## src/sv/irpfd_pkg.sv

```systemverilog
`timescale 1ns / 1ps
// ----------------------------------------------------------------------------
// irpfd_pkg
// Shared types, constants and a helper function of the infrared pulse frame
// decoder.
// ----------------------------------------------------------------------------
package irpfd_pkg;

	// Frame geometry.
	localparam int FRAME_PULSES = 18;
	localparam int FIELD_BITS   = 4;
	localparam int IDX_W        = 5;
	localparam int DUR_W        = 16;
	localparam int KIND_W       = 2;
	localparam int REASON_W     = 3;

	// Position after the last channel bit pair.
	localparam logic [IDX_W-1:0] CHAN_END  = IDX_W'(2 + 2 * FIELD_BITS);
	localparam logic [IDX_W-1:0] FRAME_LEN = IDX_W'(FRAME_PULSES);
	localparam logic [IDX_W-1:0] IDX_MAX   = '1;
	localparam logic [IDX_W-1:0] POS_PRE_TOGGLE = IDX_W'(0);
	localparam logic [IDX_W-1:0] POS_PRE_SPACE  = IDX_W'(1);

	// Pulse kinds.
	localparam logic [KIND_W-1:0] KIND_TOGGLE = 2'd0;
	localparam logic [KIND_W-1:0] KIND_SPACE  = 2'd1;

	// Error reasons.
	localparam logic [REASON_W-1:0] ERR_NONE     = 3'd0;
	localparam logic [REASON_W-1:0] ERR_LENGTH   = 3'd1;
	localparam logic [REASON_W-1:0] ERR_KIND     = 3'd2;
	localparam logic [REASON_W-1:0] ERR_PREAMBLE = 3'd3;
	localparam logic [REASON_W-1:0] ERR_CHANNEL  = 3'd4;

	// Configuration register map.
	localparam int APB_ADDR_W = 5;
	localparam int APB_DATA_W = 32;
	localparam logic [2:0] REG_PREAMBLE_MIN = 3'd0;
	localparam logic [2:0] REG_PREAMBLE_MAX = 3'd1;
	localparam logic [2:0] REG_SHORT_MIN    = 3'd2;
	localparam logic [2:0] REG_SHORT_MAX    = 3'd3;
	localparam logic [2:0] REG_LONG_MIN     = 3'd4;
	localparam logic [2:0] REG_LONG_MAX     = 3'd5;
	localparam logic [2:0] REG_CHAN_A       = 3'd6;
	localparam logic [2:0] REG_CHAN_B       = 3'd7;

	// Register reset values.
	localparam logic [DUR_W-1:0]      RST_PREAMBLE_MIN = 16'd5900;
	localparam logic [DUR_W-1:0]      RST_PREAMBLE_MAX = 16'd6100;
	localparam logic [DUR_W-1:0]      RST_SHORT_MIN    = 16'd400;
	localparam logic [DUR_W-1:0]      RST_SHORT_MAX    = 16'd600;
	localparam logic [DUR_W-1:0]      RST_LONG_MIN     = 16'd1400;
	localparam logic [DUR_W-1:0]      RST_LONG_MAX     = 16'd1600;
	localparam logic [FIELD_BITS-1:0] RST_CHAN_A       = 4'd0;
	localparam logic [FIELD_BITS-1:0] RST_CHAN_B       = 4'd1;

	// Configuration as seen by the decoder.
	typedef struct packed {
		logic [DUR_W-1:0]      preamble_min;
		logic [DUR_W-1:0]      preamble_max;
		logic [DUR_W-1:0]      short_min;
		logic [DUR_W-1:0]      short_max;
		logic [DUR_W-1:0]      long_min;
		logic [DUR_W-1:0]      long_max;
		logic [FIELD_BITS-1:0] chan_a;
		logic [FIELD_BITS-1:0] chan_b;
	} cfg_t;

	// True when the value lies strictly between the two bounds.
	function automatic logic in_window(
		input logic [DUR_W-1:0] v,
		input logic [DUR_W-1:0] lo,
		input logic [DUR_W-1:0] hi
	);
		return (v > lo) && (v < hi);
	endfunction

endpackage

```

## src/sv/irpfd_regs.sv

```systemverilog
`timescale 1ns / 1ps
// ----------------------------------------------------------------------------
// irpfd_regs
// APB-style configuration register file holding the duration windows and
// the two accepted channel codes.
// ----------------------------------------------------------------------------
module irpfd_regs
	import irpfd_pkg::*;
(
	input  logic                  clk,
	input  logic                  arst_n,
	input  logic                  psel,
	input  logic                  penable,
	input  logic                  pwrite,
	input  logic [APB_ADDR_W-1:0] paddr,
	input  logic [APB_DATA_W-1:0] pwdata,
	output logic [APB_DATA_W-1:0] prdata,
	output logic                  pready,
	output cfg_t                  cfg
);

	cfg_t       cfg_q;
	logic       wr_en;
	logic [2:0] reg_idx;

	assign pready  = 1'b1;
	assign wr_en   = psel && penable && pwrite;
	assign reg_idx = paddr[4:2];
	assign cfg     = cfg_q;

	// Register writes in the access phase.
	always_ff @(posedge clk or negedge arst_n) begin
		if (!arst_n) begin
			cfg_q.preamble_min <= RST_PREAMBLE_MIN;
			cfg_q.preamble_max <= RST_PREAMBLE_MAX;
			cfg_q.short_min    <= RST_SHORT_MIN;
			cfg_q.short_max    <= RST_SHORT_MAX;
			cfg_q.long_min     <= RST_LONG_MIN;
			cfg_q.long_max     <= RST_LONG_MAX;
			cfg_q.chan_a       <= RST_CHAN_A;
			cfg_q.chan_b       <= RST_CHAN_B;
		end else if (wr_en) begin
			case (reg_idx)
				REG_PREAMBLE_MIN: cfg_q.preamble_min <= pwdata[DUR_W-1:0];
				REG_PREAMBLE_MAX: cfg_q.preamble_max <= pwdata[DUR_W-1:0];
				REG_SHORT_MIN:    cfg_q.short_min    <= pwdata[DUR_W-1:0];
				REG_SHORT_MAX:    cfg_q.short_max    <= pwdata[DUR_W-1:0];
				REG_LONG_MIN:     cfg_q.long_min     <= pwdata[DUR_W-1:0];
				REG_LONG_MAX:     cfg_q.long_max     <= pwdata[DUR_W-1:0];
				REG_CHAN_A:       cfg_q.chan_a       <= pwdata[FIELD_BITS-1:0];
				REG_CHAN_B:       cfg_q.chan_b       <= pwdata[FIELD_BITS-1:0];
				default: ;
			endcase
		end
	end

	// Read back the addressed register, zero extended.
	always_comb begin
		case (reg_idx)
			REG_PREAMBLE_MIN: prdata = APB_DATA_W'(cfg_q.preamble_min);
			REG_PREAMBLE_MAX: prdata = APB_DATA_W'(cfg_q.preamble_max);
			REG_SHORT_MIN:    prdata = APB_DATA_W'(cfg_q.short_min);
			REG_SHORT_MAX:    prdata = APB_DATA_W'(cfg_q.short_max);
			REG_LONG_MIN:     prdata = APB_DATA_W'(cfg_q.long_min);
			REG_LONG_MAX:     prdata = APB_DATA_W'(cfg_q.long_max);
			REG_CHAN_A:       prdata = APB_DATA_W'(cfg_q.chan_a);
			REG_CHAN_B:       prdata = APB_DATA_W'(cfg_q.chan_b);
			default:          prdata = '0;
		endcase
	end

endmodule

```

## config.mk

```make
export PLATFORM = sky130hd
export DESIGN_NAME = irpfd_regs
export DESIGN_NICKNAME = d
export VERILOG_FILES = /design/src/sv/irpfd_pkg.sv /design/src/sv/irpfd_regs.sv
export SDC_FILE = /design/constraint.sdc
export NUM_CORES = 1
export LEC_CHECK = 0
export ABC_AREA = 1
export BUFFER_PORTS_ARGS = -buffer_cell sky130_fd_sc_hd__buf_4
export CAP_MARGIN = 20
export CORE_AREA = 2 2 105 107
export DETAILED_ROUTE_END_ITERATION = 10
export DIE_AREA = 0 0 107 109
export PLACE_DENSITY = 0.79
export SYNTH_ARGS = -nofsm -noshare
export SYNTH_HDL_FRONTEND = slang
export SYNTH_SLANG_ARGS = --single-unit
```

## constraint.sdc

```tcl
create_clock -name clk -period 2.4 [get_ports clk]
set_clock_uncertainty 0.2 [all_clocks]
set_input_delay 0.12 -clock clk [delete_from_list [all_inputs] [get_ports clk]]
set_output_delay 0.12 -clock clk [all_outputs]
set_load 0.02 [all_outputs]
```

# Word-level counts from Yosys, hierarchy flattened
# Cells that the tools add are included.
[classes]
reduce_logical = 11
muxes = 1
n_eq_ne = 7
[ops]
columns = ["op", "n"]
rows = [
  ["$pmux W32 S8", 1],
  ["$reduce_and A2 Y1", 8],
  ["$eq A3 B3 Y1 const B", 4],
  ["$eq A3 B2 Y1 const B", 2],
  ["$eq A3 B1 Y1 const B", 1],
  ["$logic_not A3 Y1", 1],
  ["$logic_and A1 B1 Y1", 2],
]
[word_totals]
ff_bits = 104
word_cells = 27
out_inout_bits = 137
in_bits = 42

# Longest topological paths before layout
[logic_depth]
depth_word = 3
ltp_mapped = 7
depth_no_buf = 5

# Worst setup path after synthesis
# OpenSTA, ideal clock, no wires.
[synth_timing]
path_kind = "input port to output port"
startpoint = "input port paddr[2]"
endpoint = "output port prdata[0]"
n_path_buf = 2
required_ns = 2.080
path_stages = 5
arrival_ns = 1.109
slack_ns = 0.971
path_cell_list = "buf_4 -> nor3_4 -> clkbuf_1 -> nand2_1 -> nand3_1"
[synth_via]
elab_chain_cells = 2
elab_cells_between_ends = 9
classes_between = "eq/ne: 7; mux: 1; reduce/logical: 1"
[synth_rtl]
columns = ["item", "line_no", "source"]
rows = [
  ["start: declaration", "irpfd_regs.sv:15", "input logic [APB_ADDR_W-1:0] paddr,"],
  ["$eq A3 B3 Y1 (tied with other cells)", "irpfd_regs.sv:59", "case (reg_idx)"],
  ["$pmux W32 S8 (*)", "irpfd_regs.sv:59", ""],
  ["end: declaration", "irpfd_regs.sv:17", "output logic [APB_DATA_W-1:0] prdata,"],
]
# Mark *: on every way between the ends. The rest lies on a longest branch, timed or not. The select of a mux whose other input is x is not followed.

# Final worst setup path
[layout_timing]
startpoint = "input port paddr[4]"
endpoint = "output port prdata[5]"
# Same word-level chain as after synthesis.

==> impl_table.tex <==
\begin{tabular}{lr}
\hline
Metric & Value \\
\hline
\multicolumn{2}{l}{\textbf{Floorplan}} \\
\quad Number of placement rows & 38 \\
\quad Die ar. & about 0.012 sq mm \\
\quad Die outline height & between 100 and 150 um \\
\quad Floorplan die width & about 110 um \\
\quad Count of pins on the block boundary & about 180 \\
\quad Starting Density & 0.488 \\
\quad Core outline area & roughly 0.011 sq mm \\
\multicolumn{2}{l}{\textbf{Setup path}} \\
\quad Cells along the critical path & buf\_4 > nand3\_1 > buf\_4 > o21ai\_0 > inv\_1 > nand3\_1 > buf\_4 \\
\quad Library cell appearing most often on the critical path & sky130\_fd\_sc\_hd\_\_buf\_4 \\
\quad Sort of element at the start of the critical path & primary input \\
\quad Reg-to-Reg End & cfg[17] \\
\quad Required time at the endpoint of the critical path & around 2.1 ns \\
\quad Type of the worst setup path & primary input to output pin \\
\quad Worst endpoint data arrival time & roughly 1.6 ns \\
\quad Depth of the worst register-to-register path & 2 \\
\quad CP delay by family, top & buffers and inverters \\
\quad R2R Setup Slk & $\sim$1.4 ns \\
\quad CP peak stage delay & approximately 0.37 ns \\
\quad Crit path max-delay cell type & sky130\_fd\_sc\_hd\_\_buf\_4 \\
\quad Crit path max fanout & 31 \\
\quad Critical path buffer and inverter count & 4 \\
\quad Worst R2R Start & cfg[17] \\
\quad Critical path endpoint category & output pin \\
\multicolumn{2}{l}{\textbf{Placement}} \\
\quad Cell total after placement & just under 900 \\
\quad PortBufs & about 140 \\
\quad Pre-CTS WS & between 0.4 and 0.5 ns \\
\quad Routability-driven placement congestion ratio & roughly 0.89 \\
\quad Detail Placement HPWL & roughly 10 mm \\
\multicolumn{2}{l}{\textbf{Cells and area}} \\
\quad Fraction of layout instances using a drive strength above 1 & 0.330 \\
\quad Area grow syn2layout & 28.0\% \\
\quad Max reg flops & about 100 \\
\quad Antenna diode instance count & 0 \\
\quad Fill cell count & 889 \\
\quad Post-layout net count & 800 \\
\quad Util after Layout & 0.625 \\
\quad Non-filler instance count after layout & roughly 900 \\
\multicolumn{2}{l}{\textbf{Power and ir drop}} \\
\quad Total power & between 0.005 and 0.006 W \\
\quad Leak Pwr & about 3.3 nW \\
\quad Max IR drop VDD & 0.000485 V \\
\quad Pwr dens & 820 mW/mm\^{}2 \\
\multicolumn{2}{l}{\textbf{Clock network}} \\
\quad Number of hold buffers added after cts & 17 \\
\quad Post-CTS Setup Repair Bufs & 0 \\
\quad CTS tree & built \\
\quad Total number of clock tree sinks & 104 \\
\quad Total CTS buffers & 9 \\
\quad Number of H-tree branching levels & 3 \\
\quad Skew-Pair Late Insertion Delay & around 0.36 ns \\
\quad Root buffer cell & sky130\_fd\_sc\_hd\_\_clkbuf\_8 \\
\quad Clock-pin slew of the registers on the worst-case setup and hold paths & around 0.09 ns \\
\quad Bufs on Longest Clock Path & 2 \\
\quad Number of resized instances in the post-cts repair step & 0 \\
\multicolumn{2}{l}{\textbf{Synth}} \\
\quad Post-synth EDFFs & 0 \\
\quad Fraction of the yosys area taken by sequential cells & 0.510 \\
\quad Largest cells by area after synthesis & sky130\_fd\_sc\_hd\_\_dfrtp\_1 35\%, sky130\_fd\_sc\_hd\_\_dfstp\_2 16\%, sky130\_fd\_sc\_hd\_\_nand2\_1 9.3\% \\
\quad Top\_reg\_cell synth & sky130\_fd\_sc\_hd\_\_dfrtp\_1 \\
\quad Cell with the most instances after synthesis & sky130\_fd\_sc\_hd\_\_nand2\_1 \\
\quad Mean instance size in the synthesized netlist & 8.46 sq um \\
\quad Yosys cell types & 25 \\
\quad Ranking of synthesized cells by instance count & 128 x sky130\_fd\_sc\_hd\_\_nand2\_1, 74 x sky130\_fd\_sc\_hd\_\_o21ai\_0, 73 x sky130\_fd\_sc\_hd\_\_dfrtp\_1 \\
\quad Area fraction of the dominant cell type after synthesis & 0.353 \\
\quad Synth Warn \# & 0 \\
\quad Number of synthesized register bits & $\sim$100 \\
\quad Biggest area consumer among synthesized cells & sky130\_fd\_sc\_hd\_\_dfrtp\_1 \\
\quad Syn Std Cell Area & 0.00517 sq mm \\
\quad Share of synthesized flip-flops with an asynchronous set or reset & 1.00 \\
\quad Gate count of the mapped netlist & a little over 600 \\
\multicolumn{2}{l}{\textbf{Drt}} \\
\quad Residual antenna-violating net count after detailed routing & 0 \\
\quad TritonRoute pass-1 iters & 4 \\
\quad Detail-routed via count per cell & between 5 and 6 \\
\quad DR WL/cell & between 15 and 20 um \\
\quad DRC violations left & 0 \\
\quad Routed vias & $\sim$4800 \\
\quad Drt first-iter violations & roughly 340 \\
\quad DRT Wirelength & roughly 15 mm \\
\multicolumn{2}{l}{\textbf{STA}} \\
\quad Highest clock rate & $\sim$510 MHz \\
\quad Final number of setup-violating endpoints & 0 \\
\quad Hold violation count in the final report & 0 \\
\quad Max-slew violation count & 0 \\
\quad Least-Margin Pin Slew & around 0.63 ns \\
\quad Time the final worst path needs with I/O delays and setup & 1.95 ns \\
\quad PnR worst setup slack & approximately 0.45 ns \\
\quad Setup repair after global routing missed its margin & no \\
\quad Max-slew headroom at the worst pin & 0.577 \\
\quad Tcrit/Tclk final & 0.812 \\
\quad Setup TNS & 0 ns \\
\multicolumn{2}{l}{\textbf{Global routing}} \\
\quad Pin count of the biggest net entering global routing & about 50 \\
\quad Wire length of the first global-routing pass & approximately 23 mm \\
\quad Overflow left after global routing & 0 \\
\quad Number of global-route vias before repair & 4533 \\
\quad All-layer global routing usage & 0.261 \\
\quad Initial antenna violation count & 0 \\
\multicolumn{2}{l}{\textbf{Outcome}} \\
\quad Status & completed \\
\multicolumn{2}{l}{\textbf{Min path}} \\
\quad Worst min-delay path class & primary input to async pin \\
\multicolumn{2}{l}{\textbf{Run}} \\
\quad Max-cap viol count & 0 \\
\hline
\end{tabular}
==> cell type report <==
class | count | area, sq um | area share
Multi-Input combinational cell | 406 | 2000 | 0.302
Tap cell | 140 | 175 | 0.0264
Inverter | 60 | 225 | 0.0340
Timing Repair Buffer | 177 | 1380 | 0.209
Clock inverter | 3 | 40.0 | 0.00604
Clock buffer | 13 | 159 | 0.0240
Sequential cell | 104 | 2640 | 0.399
==> how the worst max path moves through the flow <==
stage | to | slack [ns] | depth (start not counted) | from
2_1_floorplan | prdata[0] | 0.97 | 5 | paddr[2]
3_3_place_gp | cfg[50] | 0.52 | 7 | paddr[2]
3_5_place_dp | cfg[51] | 0.49 | 7 | paddr[2]
4_1_cts | prdata[5] | 0.51 | 7 | paddr[4]
5_1_grt | prdata[8] | 0.39 | 7 | paddr[4]
6_report | prdata[5] | 0.45 | 7 | paddr[4]
==> power by group <==
group          internal (W)  switching (W)
Combinational      0.000750        0.00109
Sequential          0.00217       0.000309
Clock              0.000538       0.000568
==> cells in the final DEF, fill, tap and decap left out <==
cell	synthesis	final
sky130_fd_sc_hd__o21ai_1	19	19
sky130_fd_sc_hd__nor3_2	2	2
sky130_fd_sc_hd__conb_1	2	17
sky130_fd_sc_hd__a21oi_1	4	4
sky130_fd_sc_hd__nor2_2	2	2
sky130_fd_sc_hd__clkbuf_1	7	2
sky130_fd_sc_hd__o21ai_2	19	19
sky130_fd_sc_hd__nand2_2	16	16
sky130_fd_sc_hd__clkbuf_8	0	11
sky130_fd_sc_hd__nor3_4	2	2
sky130_fd_sc_hd__dlygate4sd3_1	0	17
sky130_fd_sc_hd__nand3_2	2	2
sky130_fd_sc_hd__nand2_1	128	128
sky130_fd_sc_hd__dfrtp_1	73	73
sky130_fd_sc_hd__buf_12	0	1
sky130_fd_sc_hd__inv_2	3	3
sky130_fd_sc_hd__o21ai_0	74	74
sky130_fd_sc_hd__inv_1	57	57
sky130_fd_sc_hd__nand4_1	44	44
sky130_fd_sc_hd__bufinv_16	0	1
sky130_fd_sc_hd__clkinv_2	0	2
sky130_fd_sc_hd__or2_1	1	1
sky130_fd_sc_hd__nor2_4	1	1
sky130_fd_sc_hd__dfstp_2	31	31
sky130_fd_sc_hd__buf_4	20	159
sky130_fd_sc_hd__nand3_1	35	35
sky130_fd_sc_hd__nor2_1	40	40
==> worst reg2reg max path, stage by stage (launching register included) <==
cell                      delay [ns]
sky130_fd_sc_hd__dfstp_2        0.54
sky130_fd_sc_hd__inv_1          0.05
sky130_fd_sc_hd__o21ai_0        0.17
==> kinds of logic (layout without fill, tap and decap cells) <==
family                 count (synthesis)  after routing  share of synthesized area
buffers and inverters                117            253                      0.114
other                                  2             17                    0.00145
flip-flops                           104            104                      0.510
AO/OA/AOI/OAI                        116            116                      0.126
AND/OR/NAND/NOR                      273            273                      0.248
==> per-layer routing <==
| layer | track usage | share of wire |
|---|---|---|
| met1 | 0.325 | 0.39 |
| met3 | 0.0604 | 0.093 |
| met2 | 0.436 | 0.50 |
| met5 | 0 | 0 |
| met4 | 0.116 | 0.021 |
==> per-stage QoR <==
step	area, sq um	hold WS (ns)
finish	6620	0.107
global route	6620	0.165
CTS	6620	0.114
detailed placement	6250	-0.0222
global placement	6250	-0.0279
floorplan	5230	-0.376
(Power assumes the default switching activity.)
